<file path="config.mk">
export PLATFORM = sky130hd
export DESIGN_NAME = ics_ctrl
export DESIGN_NICKNAME = d
export VERILOG_FILES = /design/src/design/ics_pkg.sv /design/src/design/ics_ctrl.sv
export VERILOG_INCLUDE_DIRS = /design/src /design/src/design
export SDC_FILE = /design/constraint.sdc
export NUM_CORES = 1
export LEC_CHECK = 0
export BUFFER_PORTS_ARGS = -buffer_cell sky130_fd_sc_hd__buf_2
export CAP_MARGIN = 20
export CORE_AREA = 2 2 39 41
export DETAILED_ROUTE_END_ITERATION = 10
export DIE_AREA = 0 0 41 43
export GPL_ROUTABILITY_DRIVEN = 0
export PLACE_DENSITY = 0.51
export RECOVER_POWER = 50
export SLEW_MARGIN = 20
export SYNTH_ARGS = -nofsm -noshare
export SYNTH_HDL_FRONTEND = slang
export SYNTH_SLANG_ARGS = --single-unit
</file>
<file path="constraint.sdc">
create_clock -name clk -period 2.56 [get_ports clk]
set_input_delay 0.512 -clock clk [delete_from_list [all_inputs] [get_ports clk]]
set_output_delay 0.512 -clock clk [all_outputs]
set_load 0.005 [all_outputs]
</file>
<file path="src/design/interrupt_core_selector_macros.svh">
// Assertion macros used by ics_ctrl.
`ifndef INTERRUPT_CORE_SELECTOR_MACROS_SVH
`define INTERRUPT_CORE_SELECTOR_MACROS_SVH
`ifndef NO_ASSERTIONS
// Antecedent implies consequent in the same cycle.
`define ICS_ASSERT_IMP(lbl, ante, cons) \
    lbl: assert property (@(posedge clk) disable iff (!rst_n) (ante) |-> (cons)) \
        else $error("ics assertion failed");
// Antecedent implies consequent in the following cycle.
`define ICS_ASSERT_NXT(lbl, ante, cons) \
    lbl: assert property (@(posedge clk) disable iff (!rst_n) (ante) |=> (cons)) \
        else $error("ics assertion failed");
`else
`define ICS_ASSERT_IMP(lbl, ante, cons)
`define ICS_ASSERT_NXT(lbl, ante, cons)
`endif
`endif

</file>
<file path="src/design/ics_pkg.sv">
`timescale 1ns / 1ps
package ics_pkg;

    localparam logic [1:0] MODE_SET_CORE = 2'd0;
    localparam logic [1:0] MODE_ADD_LOAD = 2'd1;
    localparam logic [1:0] MODE_REQUEST  = 2'd2;

    localparam logic [2:0] CLASS_NVME = 3'd3;
    localparam logic [2:0] CLASS_NIC  = 3'd4;

    localparam logic [1:0] REG_HOT_THRESHOLD = 2'd0;
    localparam logic [1:0] REG_CORES_ONLINE  = 2'd1;

    localparam int unsigned NVME_PLAIN_SPREAD = 4;
    localparam int unsigned NIC_SPREAD        = 4;

    typedef enum logic [2:0] {
        S_IDLE,
        S_MASK,
        S_PREP,
        S_COUNT,
        S_TOTAL,
        S_PICK,
        S_RESULT,
        S_WAIT
    } state_t;

    typedef enum logic [3:0] {
        OP_NONE,
        OP_ACCEPT,
        OP_MASK,
        OP_PREP,
        OP_COUNT,
        OP_TOTAL,
        OP_PICK,
        OP_RESULT,
        OP_NEXT
    } dp_op_t;

    typedef struct packed {
        dp_op_t op;
    } cmd_t;

    typedef struct packed {
        logic scan_last;
        logic total_zero;
        logic emit_last;
        logic single;
    } status_t;

endpackage

</file>
<file path="src/design/ics_ctrl.sv">
`timescale 1ns / 1ps
`include "interrupt_core_selector_macros.svh"
module ics_ctrl (
    input  logic            clk,
    input  logic            rst_n,
    input  logic            in_valid,
    input  logic [1:0]      in_mode,
    output logic            in_ready,
    output logic            out_valid,
    input  logic            out_ready,
    input  ics_pkg::status_t status,
    output ics_pkg::cmd_t   cmd
);
    import ics_pkg::*;

    state_t state_reg, state_next;

    always_ff @(posedge clk or negedge rst_n)
    begin
        if (!rst_n)
        begin
            state_reg <= S_IDLE;
        end
        else
        begin
            state_reg <= state_next;
        end
    end

    always_comb
    begin
        state_next = state_reg;
        unique case (state_reg)
            S_IDLE:
            begin
                if (in_valid && in_mode == MODE_REQUEST)
                begin
                    state_next = S_MASK;
                end
            end
            S_MASK:
            begin
                if (status.scan_last)
                begin
                    state_next = S_PREP;
                end
            end
            S_PREP:
            begin
                state_next = status.single ? S_PICK : S_COUNT;
            end
            S_COUNT:
            begin
                if (status.scan_last)
                begin
                    state_next = S_TOTAL;
                end
            end
            S_TOTAL:
            begin
                state_next = status.total_zero ? S_WAIT : S_PICK;
            end
            S_PICK:
            begin
                if (status.scan_last)
                begin
                    state_next = S_RESULT;
                end
            end
            S_RESULT:
            begin
                state_next = S_WAIT;
            end
            S_WAIT:
            begin
                if (out_ready)
                begin
                    state_next = status.emit_last ? S_IDLE : S_PICK;
                end
            end
            default:
            begin
                state_next = S_IDLE;
            end
        endcase
    end

    always_comb
    begin
        cmd.op    = OP_NONE;
        in_ready  = 1'b0;
        out_valid = 1'b0;
        unique case (state_reg)
            S_IDLE:
            begin
                in_ready = 1'b1;
                if (in_valid)
                begin
                    cmd.op = OP_ACCEPT;
                end
            end
            S_MASK:   cmd.op = OP_MASK;
            S_PREP:   cmd.op = OP_PREP;
            S_COUNT:  cmd.op = OP_COUNT;
            S_TOTAL:  cmd.op = OP_TOTAL;
            S_PICK:   cmd.op = OP_PICK;
            S_RESULT: cmd.op = OP_RESULT;
            S_WAIT:
            begin
                out_valid = 1'b1;
                if (out_ready && !status.emit_last)
                begin
                    cmd.op = OP_NEXT;
                end
            end
            default:  cmd.op = OP_NONE;
        endcase
    end

    // The input and output sides are never open together.
    `ICS_ASSERT_IMP(a_no_overlap, in_ready && out_valid, 1'b0)
    // A result that has not been taken is still offered next cycle.
    `ICS_ASSERT_NXT(a_hold_result, out_valid && !out_ready, out_valid)
    // An empty recommendation goes straight to the output.
    `ICS_ASSERT_NXT(a_empty_direct, state_reg == S_TOTAL && status.total_zero,
        out_valid && status.emit_last)
endmodule

</file>
# After elaboration in Yosys (flattened, before gate mapping)
# Cells that the tools add are included.
# Widths: inputs -> output; s select.
[op_classes]
reduce_logical = 5
eq_ne = 13
mux = 14
[ops]
columns = ["cell", "n"]
rows = [
  ["$pmux 4 s8", 1],
  ["$pmux 3 s8", 1],
  ["$mux 3", 7],
  ["$eq 3x3->1 const B", 4],
  ["$ne 2x2->1 const B", 5],
  ["$eq 3x2->1 const B", 2],
  ["$reduce_and 5->1", 1],
  ["$mux 4", 1],
  ["$eq 3x1->1 const B", 1],
  ["$logic_not 3->1", 1],
  ["$mux 1", 3],
  ["$eq 2x2->1 const B", 1],
  ["$logic_and 1x1->1", 2],
  ["$mux 2", 1],
  ["$logic_not 1->1", 1],
]
[word_totals]
register_bits = 3
inputBits = 10

# Longest topological paths before layout
# Gate-level depths: netlist of run 1.
[depth]
depth_word = 4
depth_mapped = 6
ltp_nobuf = 6

# Worst setup path before layout of run 1
# No wires, ideal clock.
[synth_timing]
kind = "reg2reg"
start = "register state_reg[0]"
end = "register state_reg[1]"
required_time_ps = 2435
setup_time_ps = 125
synth_period_minus_slack_ps = 1832
arrival_ps = 1707
stages_incl_launch_ff = 6
setup_slack_ps = 728
path_cell_list = "dfrtp_1 inv_1 ha_1 and2b_4 a222oi_1 mux2_2"
[synth_between]
elab_chain_cells = 3
word_cells_on_any_way = 15
cone_classes = "eq/ne: 12; mux: 1; reduce/logical: 2"
[synth_rtl]
columns = ["element", "line", "rtl"]
rows = [
  ["start: declaration", "ics_ctrl.sv:16", "state_t state_reg, state_next;"],
  ["start signal: assignment", "ics_ctrl.sv:26", "state_reg <= state_next;"],
  ["$eq 3x1->1 (tied with other cells)", "ics_ctrl.sv:33", "unique case (state_reg)"],
  ["$ne 2x2->1 (no line)", "-", ""],
  ["$reduce_and 5->1 (no line)", "-", ""],
]
# Several ways; a longest one is shown, not always the timed one.
# A chain may end at the register's enable or synchronous reset.

# Worst setup path in the final report of run 1
# Ends and elaborated chain as after synthesis.

==> key figures, run 1 <==
Run status
  – Status: finished, final reports clean

Routing
  – Drt first pass iters: 4
  – Top Layer Used: met3
  – DRC Markers: 0
  – Post-Route M1 WL: ~340 um
  – Total number of vias: 302
  – Vias per Instance: ~4.3
  – Wire per inst: 9.83 um
  – Met3 wire len: between 70 and 80 um
  – Metal2 WL: 284 um
  – Post-route ant nets: 0
  – Initial DRC count: 9
  – WL final: between 600 and 700 um

Clocking
  – Clk slew on worst S/H paths: about 0.040 ns
  – CTS Hold Buffers Added: 0
  – CTS Buffer Depth: 2
  – CTS Buf Count: 3
  – Post-CTS setup buffer count: 0
  – CTS tree: built
  – H-tree depth: 1
  – Post-cts gate resize count: 0
  – Clock Latency Late Sink: between 0.2 and 0.25 ns
  – Root buffer cell: clkbuf_4
  – Clock sink count: 3

Die
  – Core area: roughly 1400 um^2
  – Die height: ~43 um
  – # rows: 14
  – DIE AREA: 1760 um^2
  – Die W: 41 um
  – I/O pin count: 16
  – Initial Utilization: 22.3%

Timing
  – Final period utilization: between 70% and 80%
  – RSZ-0062 raised after global routing: false
  – Final hold violation count: 0
  – Slew @ Worst Pin: between 0.6 and 0.7 ns
  – Setup tns final: 0 ns
  – Slew Viols, Final: 0
  – Max Clk Rate: slightly above 500 MHz
  – Headroom to the max-slew limit: about 58%
  – Final Skew: ~0.0002 ns
  – Post-layout min period: between 1.5 and 2 ns
  – Final setup viols: 0
  – Setup ws final: 0.595 ns

Synth
  – Synth top area share: 24.3%
  – Synth Cell Area: about 300 um^2
  – Fraction of registers with async set/reset: 100%
  – FF+latch count, synth: 3
  – Most frequent cells after synthesis: nor2_1, a21oi_1, ha_1, inv_1, dfrtp_1
  – Synth unique cells: 21
  – Post-synth top area cell: dfrtp_1
  – Post-synth EDFFs: 0
  – Most numerous cell in the Yosys netlist: nor2_1
  – Seq/Total Area, Yosys: between 20% and 30%
  – Area contributors post-synth: dfrtp_1, ha_1, nor2_1, a21oi_1, inv_1
  – Syn Area/Cell: between 8 and 9 um^2
  – Dominant synthesized flop cell: dfrtp_1
  – Syn Nets: between 50 and 60
  – Mapped Cells: 37
  – Synth warn: 0

Global route
  – Remaining global-route overflow: 0
  – Total track usage: 7.75%
  – Global-route wire length before repair: 903 um
  – Vias in the first global route: 250
  – Initial antenna violation count: 0
  – Largest net degree at the start of global routing: 12

Critical path
  – Worst reg2reg path startpoint: state_reg[0]
  – Levels on crit path: 5
  – CP max FO: 5
  – Buf/Inv on CP: 1
  – Family with the most delay on the worst path: compound AO/OA/AOI/OAI gates
  – Critical-path top delay cell: a222oi_1
  – Critical Path End Type: flip-flop
  – Critical Path Start Type: flip-flop
  – FF-to-FF End: state_reg[1]
  – Setup CP Type: reg2reg
  – Max stage delay on crit path: about 0.55 ns
  – Path depth of the worst reg2reg path: 5
  – Worst-path cell chain: inv_1 -> ha_1 -> and2b_4 -> a222oi_1 -> mux2_2
  – Crit path launch: state_reg[0]
  – CP required: roughly 2.7 ns
  – Worst path arrival time: roughly 2.1 ns
  – R2R setup slack: 0.59 ns

Place
  – Port bufs: 15
  – Placed Cells: 67
  – DP Worst Slack: around 0.56 ns

Power and ir drop
  – Int Power: 295 uW
  – Switching Power: about 220 uW
  – Peak VDD IR: 0.000404 V
  – Leak: between 0.2 and 0.25 nW
  – Power Density: ~1200 nW/um^2
  – Clock Power Share: about 16%
  – Register share of total power: 21.4%
  – Switching share of power: a little over two fifths
  – Combinational Power Share: between 60 and 70%

Finish
  – Filler Cell Count: 160
  – Antenna Cells: 0
  – Max FFs per register: 3
  – Layout cells sized above 1: 34.5%
  – Area delta synth->final: 35.2%
  – Final nets: 70
  – Layout Cells excl Fill: just over 70

Flow run
  – Max_cap viols: 0

Worst hold path
  – Worst Hold Class: in2async
worst register-to-register path, delay by kind of cell, from the launching register on:
family,cells,cell delay [ns]
flops,1,0.38
simple gates,1,0.18
compound gates,1,0.55
fa+ha+maj,1,0.26
buf+inv,1,0.08
mux,1,0.40
final cells by class:
type                       count  area [um^2]  area share [%]
multi-input combinational     29          208            49.7
sequential                     3         75.1            18.0
timing repair buffer          15         73.8            17.7
clock buffer                   4         26.3            6.29
tap                           16         20.0            4.79
inverter                       4         15.0            3.59
worst max-delay path by stage:
stage | slack, ns | endpoint
final | 0.59 | state_reg[1]
after global routing | 0.45 | state_reg[1]
after CTS | 0.56 | state_reg[1]
after detailed placement | 0.56 | state_reg[1]
after global placement | 0.62 | state_reg[1]
after floorplan | 0.73 | state_reg[1]
logic make-up after synthesis:
kind of cell               after synthesis  synth area share [%]
buffers and inverters                    5                  8.50
AOI/OAI and AO/OA                       10                  21.5
adders and majority gates                4                  16.2
muxes                                    2                  6.88
and+or+nand+nor                         13                  22.7
DFF                                      3                  24.3
per-stage QoR:
| stage | area (um^2) | hold slack [ns] | util, % | power [mW] |
|---|---|---|---|---|
| final | 418 | 0.0801 | 30.2 | 0.511 |
| after global routing | 418 | 0.0840 | 30.2 | 0.564 |
| after CTS | 419 | 0.0596 | 30.3 | 0.525 |
| after detailed placement | 393 | 0.311 | 28.4 | 0.437 |
| after global placement | 393 | 0.312 | 28.4 | 0.438 |
| after floorplan | 309 | 0.216 | - | 0.349 |
power by group through the flow:
stage | logic (mW) | registers [mW] | clock network (mW)
2_1_floorplan | 0.258 | 0.0909 | 0
3_3_place_gp | 0.327 | 0.111 | 0
4_1_cts | 0.326 | 0.111 | 0.0878
5_1_grt | 0.359 | 0.115 | 0.0894
3_5_place_dp | 0.325 | 0.112 | 0
6_report | 0.320 | 0.110 | 0.0816
metal layers:
metal  GRT usage [%]  vias to the layer above
li1                -                      166
met1            9.42                      123
met2            11.3                       13
met3            1.57                        0
met4            6.00                        0
met5               0                        -
cells in the final DEF (no fill, tap or decap), drive strengths merged:
cell / instances
and2: 1
nor2b: 1
and2b: 1
o21ai: 1
a31oi: 1
nand3b: 1
a211oi: 1
nor3: 1
buf: 14
o21bai: 1
mux2: 1
ha: 4
a222oi: 1
dfrtp: 3
nor2: 6
nand2: 1
inv: 4
mux2i: 1
clkbuf: 5
and3b: 1
a21oi: 4
a221o: 1
(Power assumes the default switching activity.)
==> inputs of run 2 (changes only) <==
clock period = 2 ns   (was 2.56 ns; I/O delays follow)
==> key figures, run 2 (synthesis gave the netlist of run 1 again) <==
Finish
  – Antenna Cells: 0
  – Leading cell type in the layout, fill and taps excluded: buf_2
  – Max FFs per register: 3
  – FF/Latch Area: approximately 75 um^2
  – Layout Cells excl Fill: 73
  – Area delta synth->final: 40.9%
  – Final nets: 72
  – Leading cell types in the layout, fill and taps excluded: buf_2, nor2_1, inv_1, a21oi_1, ha_1
  – Multi-input gate area: ~210 um^2
  – Layout cells sized above 1: between 30% and 40%
  – Filler Cell Count: around 170

Timing
  – RSZ-0062 raised after global routing: false
  – Post-layout min period: 1.84 ns
  – Slew Viols, Final: 0
  – Final setup viols: 0
  – Max Clk Rate: 545 MHz
  – Hold slack: ~0.52 ns
  – Final period utilization: roughly nine tenths
  – Headroom to the max-slew limit: around 74%
  – Final Skew: approximately 0.0017 ns
  – Final hold violation count: 0
  – Slew @ Worst Pin: roughly 0.39 ns
  – Setup tns final: 0 ns

Global route
  – Total track usage: a little under a tenth
  – Global-route wire length before repair: a little over 1 mm
  – Initial antenna violation count: 0
  – Remaining global-route overflow: 0
  – Largest net degree at the start of global routing: 12
  – Vias in the first global route: 270

Power and ir drop
  – Peak VDD IR: ~0.00045 V
  – Register share of total power: a little over a fifth
  – Switching Power: 285 uW
  – Leak: 0.231 nW
  – Power Density: about 1600 nW/um^2
  – Switching share of power: between 40% and 50%
  – Int Power: approximately 400 uW
  – Combinational Power Share: 63.4%
  – Clock Power Share: about 16%

Place
  – Port bufs: 15
  – Placed Cells: slightly below 70
  – DP HPWL: ~560 um

Routing
  – Vias per Instance: about 4.3
  – Top Layer Used: met3
  – Total number of vias: 313
  – Met3 wire len: between 60 and 70 um
  – WL final: just over 700 um
  – Metal2 WL: a little over 300 um
  – Post-route ant nets: 0
  – Post-Route M1 WL: 331 um
  – DRC Markers: 0
  – Wire per inst: about 9.7 um
  – Drt first pass iters: 4
  – Initial DRC count: 7

Critical path
  – Critical Path End Type: primary output
  – CP max FO: 4
  – Setup CP Type: reg2out
  – Critical Path Start Type: flip-flop
  – Worst path arrival time: 1.44 ns
  – CP required: between 1.5 and 2 ns

Die
  – Initial Utilization: around 22%
  – Die W: between 40 and 50 um
  – DIE AREA: about 1800 um^2
  – # rows: 14
  – Core area: 1380 um^2
  – I/O pin count: 16
  – Die height: 43 um

Flow run
  – Max_cap viols: 0

Clocking
  – CTS Buf Count: 3
  – CTS Buffer Depth: 2
  – Clk slew on worst S/H paths: about 0.04 ns
  – Clock Latency Late Sink: approximately 0.23 ns
  – Clock sink count: 3
  – Root buffer cell: clkbuf_4
  – H-tree depth: 1
  – CTS tree: built

Run status
  – Status: finished, final reports clean

Worst hold path
  – Worst Hold Class: in2async
-- run 2: power groups by stage --
stage	Combinational, mW	Sequential, mW	Clock (mW)
3_5_place_dp	0.434	0.144	0
3_3_place_gp	0.435	0.141	0
4_1_cts	0.438	0.143	0.113
6_report	0.431	0.143	0.105
2_1_floorplan	0.331	0.116	0
5_1_grt	0.477	0.150	0.116
-- run 2: area by class of cell --
class | instances | area share, %
clock buffer | 4 | 6.03
inverter | 4 | 3.45
multi-input combinational | 29 | 47.7
sequential | 3 | 17.2
tap | 16 | 4.60
timing repair buffer | 17 | 21.0
-- run 2: final timing paths --
check	from	end	slack, ns	depth (start not counted)
max	state_reg[1]	cmd[0]	0.16	5
min	rst_n	state_reg[1]	0.52	2
max reg2reg	state_reg[0]	state_reg[1]	0.23	5
min reg2reg	state_reg[1]	state_reg[1]	0.58	1
max in group asynchronous	rst_n	state_reg[2]	1.31	2
min in group clk	state_reg[1]	state_reg[1]	0.58	1
-- run 2: repair_timing --
| item | in CTS | in global routing |
|---|---|---|
| buffers inserted | 0 | 0 |
| endpoints found under the hold margin | 3 | 0 |
| resized for setup | 0 | 0 |
| hold buffers | 1 | 0 |
-- run 2: per-layer routing --
metal	global-route usage, %	vias up
met4	10.0	0
met1	10.3	132
met2	12.2	13
li1	-	168
met5	0	-
met3	3.14	0
-- run 2: worst max-delay path, stage by stage, from the launching register on --
cell     delay (ns)
dfrtp_1        0.40
inv_1          0.09
ha_1           0.21
nor2_1         0.07
a221o_1        0.31
buf_2          0.13
-- run 2: stage by stage --
step | area [um^2] | utilization [%] | total power, mW | setup WS [ns]
after floorplan | 309 | - | 0.447 | 0.168
after global placement | 400 | 28.9 | 0.576 | 0.293
after detailed placement | 400 | 28.9 | 0.578 | 0.229
after CTS | 437 | 31.6 | 0.693 | 0.150
after global routing | 435 | 31.5 | 0.743 | 0.0661
final | 435 | 31.5 | 0.679 | 0.164
